### config.mk
export PLATFORM = sky130hd
export DESIGN_NAME = semaphore_table_with_wait_queues
export DESIGN_NICKNAME = d
export VERILOG_FILES = /design/src/design/swq_pkg.sv /design/src/design/swq_engine.sv /design/src/design/semaphore_table_with_wait_queues.sv
export SDC_FILE = /design/constraint.sdc
export NUM_CORES = 2
export LEC_CHECK = 0
export CORE_MARGIN = 3
export CORE_UTILIZATION = 38
export DETAILED_ROUTE_END_ITERATION = 6
export DONT_BUFFER_PORTS = 1
export GPL_ROUTABILITY_DRIVEN = 0
export PLACE_DENSITY = 0.49
export SYNTH_ARGS = -nofsm -noshare
export SYNTH_HDL_FRONTEND = slang
export SYNTH_HIERARCHICAL = 1
export SYNTH_SLANG_ARGS = --single-unit
### constraint.sdc
create_clock -name i_clk -period 14.5 [get_ports i_clk]
set_input_delay 2.175 -clock i_clk [delete_from_list [all_inputs] [get_ports i_clk]]
set_output_delay 2.175 -clock i_clk [all_outputs]
set_load 0.005 [all_outputs]
### src/design/swq_pkg.sv
// Shared constants, codes and beat types for the semaphore table with wait queues.
package swq_pkg;

    localparam int SEM_COUNT   = 16;
    localparam int QUEUE_DEPTH = 8;
    localparam int PID_WIDTH   = 8;
    localparam int COUNT_WIDTH = 16;

    localparam int ID_W      = 32;
    localparam int INIT_W    = 16;
    localparam int PID_PORTW = 8;

    localparam int SEM_IW    = (SEM_COUNT > 1) ? $clog2(SEM_COUNT) : 1;
    localparam int QPTR_W    = (QUEUE_DEPTH > 1) ? $clog2(QUEUE_DEPTH) : 1;
    localparam int FILL_W    = $clog2(QUEUE_DEPTH + 1);
    localparam int MEM_DEPTH = SEM_COUNT * QUEUE_DEPTH;
    localparam int ADDR_W    = (MEM_DEPTH > 1) ? $clog2(MEM_DEPTH) : 1;

    typedef enum logic [1:0] {
        REQ_OPEN  = 2'd0,
        REQ_WAIT  = 2'd1,
        REQ_POST  = 2'd2,
        REQ_CLOSE = 2'd3
    } t_req_type;

    typedef enum logic [1:0] {
        ST_OK         = 2'd0,
        ST_NOT_FOUND  = 2'd1,
        ST_TABLE_FULL = 2'd2,
        ST_QUEUE_FULL = 2'd3
    } t_status;

    typedef struct packed {
        t_req_type             req_type;
        logic [ID_W-1:0]       sem_id;
        logic [INIT_W-1:0]     init_count;
        logic [PID_PORTW-1:0]  caller_pid;
    } t_req;

    typedef struct packed {
        t_status status;
        logic    caller_blocks;
        logic    wake_valid;
    } t_res;

endpackage

### src/design/swq_engine.sv
// Semaphore table, per-entry queue pointers and waiter memory; one request per cycle while i_en is high.
module swq_engine (
    input  logic                        i_clk,
    input  logic                        i_rst_n,
    input  logic                        i_en,
    input  swq_pkg::t_req               i_req,
    output swq_pkg::t_res               o_res,
    output logic [swq_pkg::PID_WIDTH-1:0] o_wake_pid
);

    localparam int SEM_COUNT   = swq_pkg::SEM_COUNT;
    localparam int QUEUE_DEPTH = swq_pkg::QUEUE_DEPTH;
    localparam int SEM_IW      = swq_pkg::SEM_IW;
    localparam int QPTR_W      = swq_pkg::QPTR_W;
    localparam int FILL_W      = swq_pkg::FILL_W;
    localparam int ADDR_W      = swq_pkg::ADDR_W;
    localparam int COUNT_WIDTH = swq_pkg::COUNT_WIDTH;
    localparam int PID_WIDTH   = swq_pkg::PID_WIDTH;

    logic [SEM_COUNT-1:0]   r_valid;
    logic [swq_pkg::ID_W-1:0] r_id    [SEM_COUNT];
    logic [COUNT_WIDTH-1:0] r_count [SEM_COUNT];
    logic [QPTR_W-1:0]      r_head  [SEM_COUNT];
    logic [FILL_W-1:0]      r_fill  [SEM_COUNT];
    logic [PID_WIDTH-1:0]   r_mem   [swq_pkg::MEM_DEPTH];
    logic [PID_WIDTH-1:0]   r_rd_pid;

    logic                   w_hit;
    logic [SEM_IW-1:0]      w_hit_idx;
    logic                   w_free;
    logic [SEM_IW-1:0]      w_free_idx;
    logic [COUNT_WIDTH-1:0] w_cnt;
    logic [QPTR_W-1:0]      w_head;
    logic [FILL_W-1:0]      w_fill;
    logic [FILL_W:0]        w_tail_sum;
    logic [FILL_W:0]        w_head_sum;
    logic [QPTR_W-1:0]      w_tail;
    logic [QPTR_W-1:0]      w_head_nx;
    logic [ADDR_W-1:0]      w_base;
    logic [COUNT_WIDTH-1:0] w_init;
    logic [PID_WIDTH-1:0]   w_pid;

    // lowest matching entry and lowest free entry
    always_comb begin
        w_hit      = 1'b0;
        w_hit_idx  = '0;
        w_free     = 1'b0;
        w_free_idx = '0;
        for (int i = SEM_COUNT - 1; i >= 0; i--) begin
            if (r_valid[i] && r_id[i] == i_req.sem_id) begin
                w_hit     = 1'b1;
                w_hit_idx = SEM_IW'(i);
            end
            if (!r_valid[i]) begin
                w_free     = 1'b1;
                w_free_idx = SEM_IW'(i);
            end
        end
    end

    assign w_cnt  = r_count[w_hit_idx];
    assign w_head = r_head[w_hit_idx];
    assign w_fill = r_fill[w_hit_idx];
    assign w_init = COUNT_WIDTH'(i_req.init_count);
    assign w_pid  = PID_WIDTH'(i_req.caller_pid);

    // wrap tail and next head without a divider; sums stay below twice the depth
    assign w_tail_sum = (FILL_W + 1)'(w_head) + (FILL_W + 1)'(w_fill);
    assign w_head_sum = (FILL_W + 1)'(w_head) + (FILL_W + 1)'(1);
    assign w_tail     = (w_tail_sum >= (FILL_W + 1)'(QUEUE_DEPTH))
                        ? QPTR_W'(w_tail_sum - (FILL_W + 1)'(QUEUE_DEPTH))
                        : QPTR_W'(w_tail_sum);
    assign w_head_nx  = (w_head_sum >= (FILL_W + 1)'(QUEUE_DEPTH))
                        ? QPTR_W'(w_head_sum - (FILL_W + 1)'(QUEUE_DEPTH))
                        : QPTR_W'(w_head_sum);
    assign w_base     = ADDR_W'(w_hit_idx) * ADDR_W'(QUEUE_DEPTH);

    logic w_create;
    logic w_take;
    logic w_enqueue;
    logic w_dequeue;
    logic w_incr;
    logic w_close;

    always_comb begin
        o_res        = '{status: swq_pkg::ST_OK, caller_blocks: 1'b0, wake_valid: 1'b0};
        w_create     = 1'b0;
        w_take       = 1'b0;
        w_enqueue    = 1'b0;
        w_dequeue    = 1'b0;
        w_incr       = 1'b0;
        w_close      = 1'b0;
        if (i_req.req_type == swq_pkg::REQ_OPEN) begin
            if (!w_hit) begin
                if (w_free) begin
                    w_create = 1'b1;
                end else begin
                    o_res.status = swq_pkg::ST_TABLE_FULL;
                end
            end
        end else if (!w_hit) begin
            o_res.status = swq_pkg::ST_NOT_FOUND;
        end else begin
            case (i_req.req_type)
                swq_pkg::REQ_WAIT: begin
                    if (w_cnt != '0) begin
                        w_take = 1'b1;
                    end else if (w_fill >= FILL_W'(QUEUE_DEPTH)) begin
                        o_res.status = swq_pkg::ST_QUEUE_FULL;
                    end else begin
                        w_enqueue           = 1'b1;
                        o_res.caller_blocks = 1'b1;
                    end
                end
                swq_pkg::REQ_POST: begin
                    if (w_fill != '0) begin
                        w_dequeue        = 1'b1;
                        o_res.wake_valid = 1'b1;
                    end else begin
                        // saturate at the top count
                        w_incr = (w_cnt != '1);
                    end
                end
                swq_pkg::REQ_CLOSE: begin
                    w_close = 1'b1;
                end
                default: begin
                    w_close = 1'b0;
                end
            endcase
        end
    end

    // control state: valid bits and queue pointers
    always_ff @(posedge i_clk) begin
        if (!i_rst_n) begin
            r_valid <= '0;
            for (int i = 0; i < SEM_COUNT; i++) begin
                r_head[i] <= '0;
                r_fill[i] <= '0;
            end
        end else if (i_en) begin
            if (w_create) begin
                r_valid[w_free_idx] <= 1'b1;
                r_head[w_free_idx]  <= '0;
                r_fill[w_free_idx]  <= '0;
            end
            if (w_close) begin
                r_valid[w_hit_idx] <= 1'b0;
                r_head[w_hit_idx]  <= '0;
                r_fill[w_hit_idx]  <= '0;
            end
            if (w_enqueue) begin
                r_fill[w_hit_idx] <= w_fill + FILL_W'(1);
            end
            if (w_dequeue) begin
                r_head[w_hit_idx] <= w_head_nx;
                r_fill[w_hit_idx] <= w_fill - FILL_W'(1);
            end
        end
    end

    // payload: ids and counts
    always_ff @(posedge i_clk) begin
        if (i_en) begin
            if (w_create) begin
                r_id[w_free_idx]    <= i_req.sem_id;
                r_count[w_free_idx] <= w_init;
            end
            if (w_take) begin
                r_count[w_hit_idx] <= w_cnt - COUNT_WIDTH'(1);
            end
            if (w_incr) begin
                r_count[w_hit_idx] <= w_cnt + COUNT_WIDTH'(1);
            end
        end
    end

    // waiter memory: one write port, one registered read port
    always_ff @(posedge i_clk) begin
        if (i_en && w_enqueue) begin
            r_mem[w_base + ADDR_W'(w_tail)] <= w_pid;
        end
        if (i_en && w_dequeue) begin
            r_rd_pid <= r_mem[w_base + ADDR_W'(w_head)];
        end
    end

    assign o_wake_pid = r_rd_pid;

    a_fill_bound: assert property (@(posedge i_clk) disable iff (!i_rst_n)
        i_en && w_enqueue |=> r_fill[$past(w_hit_idx)] <= FILL_W'(QUEUE_DEPTH))
        else $error("wait queue fill beyond depth");

    a_excl: assert property (@(posedge i_clk) disable iff (!i_rst_n)
        !(o_res.caller_blocks && o_res.wake_valid))
        else $error("block and wake in one result");

    a_create_free: assert property (@(posedge i_clk) disable iff (!i_rst_n)
        i_en && w_create |-> !r_valid[w_free_idx] && !w_hit)
        else $error("open overwrote a live entry");

    a_wake_queue: assert property (@(posedge i_clk) disable iff (!i_rst_n)
        i_en && o_res.wake_valid |=> r_fill[$past(w_hit_idx)] == $past(w_fill) - FILL_W'(1))
        else $error("wake without queue advance");

endmodule

### src/design/semaphore_table_with_wait_queues.sv
// Top level: stream channels, input register and result register around the table engine.
//
// Requests arrive on the s_axis channel: tuser carries the request type (open, wait,
// post, close), tdata carries sem_id, init_count and caller_pid. Every request gives
// exactly one result beat on m_axis: tuser carries status, caller_blocks and
// wake_valid; tdata carries wake_pid (zero unless wake_valid).
// The accepting edge loads the input register; the table lookup and update that follow
// land in the result register when that is free or drained. Throughput is one request
// per cycle while m_axis does not stall; the id match over the whole table and one queue
// update are done combinationally between the two registers, and the waiter pid comes
// from the queue memory's registered read port.
// At reset the table is empty and all queues are cleared at once; requests are taken
// from the first cycle after reset.
// When m_axis stalls, the result register holds, the engine stops, and the input
// register fills; s_axis_tready drops once both are occupied.
module semaphore_table_with_wait_queues (
    input  logic        i_clk,
    input  logic        i_rst_n,
    input  logic        s_axis_tvalid,
    output logic        s_axis_tready,
    input  logic [55:0] s_axis_tdata,   // sem_id[31:0], init_count[47:32], caller_pid[55:48]
    input  logic [1:0]  s_axis_tuser,   // req_type[1:0]
    output logic        m_axis_tvalid,
    input  logic        m_axis_tready,
    output logic [7:0]  m_axis_tdata,   // wake_pid[7:0]
    output logic [3:0]  m_axis_tuser    // status[1:0], caller_blocks[2], wake_valid[3]
);

    logic            r_in_valid;
    swq_pkg::t_req   r_in;
    logic            r_out_valid;
    swq_pkg::t_res   r_out;
    swq_pkg::t_res   w_res;
    logic [swq_pkg::PID_WIDTH-1:0] w_wake_pid;
    logic            w_adv;

    // advance the engine when the result register is free or being drained
    assign w_adv         = r_in_valid && (!r_out_valid || m_axis_tready);
    assign s_axis_tready = !r_in_valid || w_adv;

    always_ff @(posedge i_clk) begin
        if (!i_rst_n) begin
            r_in_valid <= 1'b0;
        end else if (s_axis_tready) begin
            r_in_valid <= s_axis_tvalid;
        end
    end

    always_ff @(posedge i_clk) begin
        if (s_axis_tvalid && s_axis_tready) begin
            r_in.req_type   <= swq_pkg::t_req_type'(s_axis_tuser);
            r_in.sem_id     <= s_axis_tdata[31:0];
            r_in.init_count <= s_axis_tdata[47:32];
            r_in.caller_pid <= s_axis_tdata[55:48];
        end
    end

    swq_engine u_engine (
        .i_clk      (i_clk),
        .i_rst_n    (i_rst_n),
        .i_en       (w_adv),
        .i_req      (r_in),
        .o_res      (w_res),
        .o_wake_pid (w_wake_pid)
    );

    always_ff @(posedge i_clk) begin
        if (!i_rst_n) begin
            r_out_valid <= 1'b0;
        end else if (w_adv) begin
            r_out_valid <= 1'b1;
        end else if (m_axis_tready) begin
            r_out_valid <= 1'b0;
        end
    end

    always_ff @(posedge i_clk) begin
        if (w_adv) begin
            r_out <= w_res;
        end
    end

    assign m_axis_tvalid = r_out_valid;
    assign m_axis_tuser  = {r_out.wake_valid, r_out.caller_blocks, r_out.status};
    assign m_axis_tdata  = r_out.wake_valid ? 8'(w_wake_pid) : 8'd0;

    a_out_hold: assert property (@(posedge i_clk) disable iff (!i_rst_n)
        r_out_valid && !m_axis_tready |=> r_out_valid && $stable(r_out))
        else $error("stalled result changed");

    a_adv_needs_item: assert property (@(posedge i_clk) disable iff (!i_rst_n)
        w_adv |-> r_in_valid)
        else $error("engine advanced without a request");

    a_blocks_ok: assert property (@(posedge i_clk) disable iff (!i_rst_n)
        r_out_valid && (r_out.caller_blocks || r_out.wake_valid)
            |-> r_out.status == swq_pkg::ST_OK)
        else $error("block or wake with error status");

endmodule

## After elaboration in Yosys (flattened, before gate mapping)

Memories as Yosys holds them, arrays and structs flattened. A register that Yosys moved wholly into a read port is not among the register bits.
Cells that the tools add are included.

- Add/subtract/negate cells: 10
- Multiply operators: 0
- Divide/modulo/power cells: 0
- Magnitude comparators: 7
- Equal/unequal tests: 20
- Shift operators: 0
- Multiplexer cells: 152
- Bitwise gates (word level): 9
- Reductions and logical operators: 37

Operators by type and width:

| cell | number |
|---|---|
| 32-bit equality test | 16 |
| 4-bit 2-to-1 mux | 41 |
| 16-bit 2-to-1 mux | 6 |
| 1-bit 2-to-1 mux | 90 |
| 1-bit logical AND | 22 |
| 3-bit 2-to-1 mux | 7 |
| 16-bit by 1-bit adder with 16-bit output (second input constant) | 1 |
| 16-bit bitwise AND | 1 |
| 16-bit inequality test (second input constant) | 1 |
| 16-bit NOT | 1 |
| 16-bit OR | 1 |
| 16-bit nonzero test | 1 |
| 16-bit OR reduction | 1 |
| 16-bit by 1-bit subtractor with 16-bit output (second input constant) | 1 |
| 7-bit by 3-bit adder with 7-bit output | 2 |
| 4-bit OR reduction | 3 |
| 4-bit by 5-bit less-than comparator with 1-bit output (second input constant) | 2 |
| 2-bit 2-to-1 mux | 5 |
| 1-bit demux with 4-bit select | 2 |
| 4-bit by 1-bit >= comparator with 1-bit output (second input constant) | 2 |
| 4-bit >= comparator (second input constant) | 2 |
| 8-bit 2-to-1 mux | 1 |
| 3-bit OR reduction | 2 |
| 3-bit by 1-bit subtractor with 3-bit output (second input constant) | 2 |
| 15 further kinds | 22 |

- Register bits: 80
- Bits in latches: 0
- RAM bits: 1904
- ROM bits: 0
- Bits of input ports: 62
- Output and inout port bits: 14
- Word-level logic and storage cells: 250
- Memories: 5

Memory list:

| name | words | width | read ports | clocked after memory_dff | write ports | line | text |
|---|---|---|---|---|---|---|---|
| u_engine.r_mem | 128 | 8 | 1 | 1 | 1 | swq_engine.sv:25 | `logic [PID_WIDTH-1:0] r_mem [swq_pkg::MEM_DEPTH];` |
| u_engine.r_id | 16 | 32 | 16 | 0 | 1 | swq_engine.sv:21 | `logic [swq_pkg::ID_W-1:0] r_id [SEM_COUNT];` |
| u_engine.r_count | 16 | 16 | 1 | 0 | 1 | swq_engine.sv:22 | `logic [COUNT_WIDTH-1:0] r_count [SEM_COUNT];` |
| u_engine.r_fill | 16 | 4 | 1 | 0 | 16 | swq_engine.sv:24 | `logic [FILL_W-1:0] r_fill [SEM_COUNT];` |
| u_engine.r_head | 16 | 3 | 1 | 0 | 16 | swq_engine.sv:23 | `logic [QPTR_W-1:0] r_head [SEM_COUNT];` |

## Depth between registers and ports, before layout

An unclocked memory read counts as a cell.

- Word-level depth: 34
- Gate-level depth with buffers: 39
- Mapped depth without buffers: 32

## Hierarchy

The synthesis kept the hierarchy.

Modules (own cells, without submodules):

| module | instances | cells each | area an instance (um^2) | seq. area each (um^2) |
|---|---|---|---|---|
| swq_engine | 1 | 5768 | 82858.2 | 57735.4 |
| semaphore_table_with_wait_queues | 1 | 79 | 2005.7 | 1901.8 |

## Worst setup path before layout

OpenSTA, ideal clock, no wires.

- Path type: reg-to-reg
- Start: reg r_in[53] (netlist name)
- End: mem u_engine.r_count[0][14] (data pin)
- Setup time: 330 ps
- Data arrival time: 8318 ps
- Data required time: 14170 ps
- Slack: 5852 ps
- Stages on the path, launching flop included: 38
- Buffers on the path: 5
- Period minus slack after synthesis: 8648 ps
- Cells stage by stage: edfxtp_1 -> buf_4 -> xor2_1 -> or4_1 -> or4b_1 -> or4_4 -> o21ai_4 -> nand2_4 -> o21ai_4 -> buf_6 -> buf_6 -> buf_2 -> buf_2 -> mux2i_1 -> mux2i_1 -> o22ai_1 -> nor2_1 -> inv_1 -> [... 2 more ...] -> or2_2 -> nand3b_1 -> fa_1 -> a21o_1 -> a21oi_1 -> o21bai_1 -> a21oi_1 -> nand2b_1 -> a21oi_1 -> o21ai_0 -> nand2b_1 -> a21oi_1 -> o21bai_1 -> a21oi_1 -> o21bai_1 -> a21oi_1 -> xor2_1 -> o21ai_0

- Word-level cells in the longest chain between the ends: 30
- Elaborated cells between the ends (all ways): 89
- Classes of those cells: add/sub: 2; eq/ne: 17; mux: 48; bitwise: 1; reduce/logical: 19; memory: 2

Ends and longest elaborated chain:

| what | line | text |
|---|---|---|
| start: declaration | semaphore_table_with_wait_queues.sv:30 | `swq_pkg::t_req r_in;` |
| 32-bit equality test | swq_engine.sv:50 | `if (r_valid[i] && r_id[i] == i_req.sem_id) begin` |
| 1-bit logical AND | swq_engine.sv:50 |  |
| 4-bit 2-to-1 mux (16 in a row) | swq_engine.sv:50 |  |
| memory read 16 x 16 bit or memory read 16 x 4 bit (tied branches) | - |  |
| 16-bit inequality test (tied with other cells) | swq_engine.sv:121 | `w_incr = (w_cnt != '1);` |
| 1-bit 2-to-1 mux, on equally long branches | swq_engine.sv:116, swq_engine.sv:106 |  |
| 1-bit 2-to-1 mux | swq_engine.sv:104 | `case (i_req.req_type)` |
| 1-bit 2-to-1 mux | swq_engine.sv:101 | `end else if (!w_hit) begin` |
| 1-bit 2-to-1 mux | swq_engine.sv:93 | `if (i_req.req_type == swq_pkg::REQ_OPEN) begin` |
| 1-bit 2-to-1 mux, on equally long branches | swq_engine.sv:173, swq_engine.sv:170 |  |
| 1-bit 2-to-1 mux | swq_engine.sv:165 | `if (i_en) begin` |
| 1-bit 2-to-1 mux, on equally long branches | swq_engine.sv:174, swq_engine.sv:171 |  |
| 1-bit OR (no source line) | - |  |
| 16-bit OR reduction (no source line) | - |  |
| 16-bit 2-to-1 mux (no source line) * | - |  |
| end: declaration | swq_engine.sv:22 |  |

Every way passes the cells marked *; elsewhere a longest branch is shown, timed or not.

## Worst setup path after layout

- Start: reg r_in[51] (netlist name)
- End: mem u_engine.r_count[9][14] (data pin)

Same word-level chain as after synthesis.

==> impl_metrics.toml <==
[status]
outcome = "complete, no violations"

[logic_synthesis]
synth.net_count = 5929
yosys_warnings = 6
ys_seq_area_share_pct = 70.27
synth_ff_type = "edfxtp_1"
yosysUniqueCellTypes = 103
syn_avg_cell_area_um2 = 14.51
netlist_instances = 5847
synth_edf_count = 1974
synth_area_mm2 = 0.08486
yosys_register_bits = 1992
synthArstFlopShare_pct = 0

[sta]
hold_viol_final = 0
setup_viol = 0
period_minus_slack_ns = 10.77
tns_ns = 0
fmax_mhz = 92.85
slew_headroom_pct = 16.68
drv_slew = 0
skew_ns = 0.03736
worst_slew_pin_slew_ns = 1.242
rsz0062_at_grt = "false"
post-route-period-util_pct = 74.27

[pwr]
peakVddDrop_uv = 104.8
power.total_mw = 12.07
power_density_mw_per_mm2 = 127.1
leakagePower_nw = 31.24

[worst_setup_path]
crit_path_max_fanout = 33
start_kind = "flip-flop"
crit_path_top_delay_cell = "a21oi_4"
worst_path_largest_cell_delay_ns = 0.75
cpMostUsedCell = "a21oi_1"
end_kind = "flip-flop"
reg2reg_from = "r_in[51]"
critical_path_class = "flip-flop to flip-flop"
cp.arrival_ns = 11.27
required_ns = 15.00
critPathLaunch = "r_in[51]"

[global_routing]
grt_usage_pct = 21.95
overflow = 0
grt_pass1_vias = 49750
grt_pass1_wl_um = 368500
grt_max_degree = 129
antenna_found_initial = 12

[die]
die_w_um = 478.6
initial_core_util_pct = 38.43
core_mm2 = 0.2208
rows = 172
fp.dieH_um = 478.6
dieArea_mm2 = 0.2290
pin_count = 76

[route]
drtPass1Iterations = 5
vias = 50760
drc_errors = 0
drtIter0Drc = 4857
drt_wl_total_um = 257500
wl_per_cell_um = 28.56
viasPerCell = 5.631
ant_nets = 0

[finish]
regArea_mm2 = 0.05964
layout_commonest_cell = "edfxtp_1"
design_area_mm2 = 0.09494
fillers = 20090
final_nets = 5962
layout-drive-gt1-share_pct = 8.986
fin_util_pct = 43.00
mostFrequentLayoutCells = "edfxtp_1 (1974), nand2_1 (669), mux2i_1 (473), xor2_1 (373), nor2_1 (324)"
multi_input_area_mm2 = 0.02376
syn2layout_area_growth_pct = 11.87

[clocking]
ctsHtreeMaxLevel = 4
post_cts_resized = 0
clk_pin_slew_ns = 0.06
cts_hold_buf = 0
cts_tree = "yes"
root_buffer = "clkbuf_16"
cts_buffer_depth = 3
cts_made_buffers = 214
post-cts-setup-buffers = 0
cts.sinks = 1992
clk_latency_ns = 0.85

[run]
maxCapViolCount = 0

[min_path]
min_from = "r_in_valid"
holdCritPathClass = "flip-flop to flip-flop"

[placed_design]
dp_hpwl_um = 155900
io_buffers = 0
placed_cell_area_mm2 = 0.08836
## kinds of logic (layout without fill, tap and decap cells)
logic type / count (synthesis) / after routing / share of synthesized area, %
mux: 493 / 493 / 5.844
other cells: 0 / 2 / 0
flops: 1992 / 1992 / 70.27
xor+xnor: 525 / 525 / 5.418
buf+inv: 363 / 570 / 2.070
compound gates: 792 / 792 / 6.913
simple gates: 1662 / 1662 / 9.168
fa+ha+maj: 20 / 20 / 0.3126
## layout make-up
cell class | count | area share (%)
clock buffer | 274 | 5.965
clock inverter | 116 | 0.9542
multi-input combinational | 3492 | 25.03
inverter | 40 | 0.1713
sequential | 1992 | 62.82
antenna | 2 | 0.005272
timing repair buffer | 140 | 1.160
tap | 2958 | 3.898
## final timing paths
path	end	slack, ns	cells after the start
setup / recovery	u_engine/r_count[9][14]	3.73	32
hold / removal	m_axis_tvalid	0.57	1
setup reg to reg	u_engine/r_count[9][14]	3.73	32
hold reg to reg	m_axis_tvalid	0.57	1
## through the flow
step                cells  hold slack (ns)  setup WS [ns]
finish               9014           0.5727          3.730
global route         9014           0.6026          2.899
CTS                  9012           0.5802          3.739
detailed placement   8622           0.5664          3.791
global placement     8622           0.5479          3.915
floorplan            5847           0.4763          5.852
## registers in the layout (all words and copies together) (netlist names), 4 cells and up
register and count:
u_engine/r_valid 16, u_engine/r_mem 1024, r_in 58, u_engine/o_wake_pid 8, u_engine/r_count 256, u_engine/r_head 48, m_axis_tuser 4, u_engine/r_fill 64
u_engine/r_id 512
## power by group
group          total, mW  switching, mW  internal [mW]
registers           6.38         0.0171           6.36
clock network       5.21           2.25           2.95
logic              0.486          0.363          0.122
## critical path, delay by kind of cell, from the launching register on
kind | cells | cell delay, ns
AO/OA/AOI/OAI | 19 | 5.00
adder cells (fa/ha/maj) | 1 | 0.41
XOR/XNOR | 2 | 0.27
buffers and inverters | 2 | 1.11
flip-flops | 1 | 0.65
AND/OR/NAND/NOR | 8 | 2.93
## layer usage
metal	vias up	track usage (%)	share of wire [%]
li1	22510	-	-
met1	26250	31.41	45
met2	1611	35.24	47
met3	388	2.847	5.1
met4	0	5.984	2.6
met5	-	0	0
## cell usage after synthesis, drive strengths merged, types with 14 or more instances
library cell,n,area [um2]
edfxtp,1974,59280
nand2,671,2529
mux2i,473,4735
xor2,373,3267
nor2,359,1360
buf,221,1224
nor4,166,1039
nand3,158,795.8
xnor2,152,1331
a21oi,145,737.0
clkbuf,102,382.9
o21ai,98,516.7
nand4,85,538.0
a211oi,66,500.5
a21boi,56,435.4
nor3,53,265.3
a2111oi,50,456.7
o22ai,45,281.5
a221o,42,420.4
inv,39,146.4
a31oi,35,219.0
o211a,35,350.3
a221oi,30,275.3
and3,30,187.7
a22oi,26,235.2
or3,21,131.4
mux2,20,225.2
or4,19,150.1
a41oi,18,157.7
and2,18,112.6
dfxtp,18,360.4
ha,18,225.2
a211o,17,148.9
nand2b,17,106.4
nand4b,16,140.1
o211ai,16,120.1
a32oi,15,138.9
o31ai,14,105.1
No activity file was read; power rests on OpenSTA's default activity.
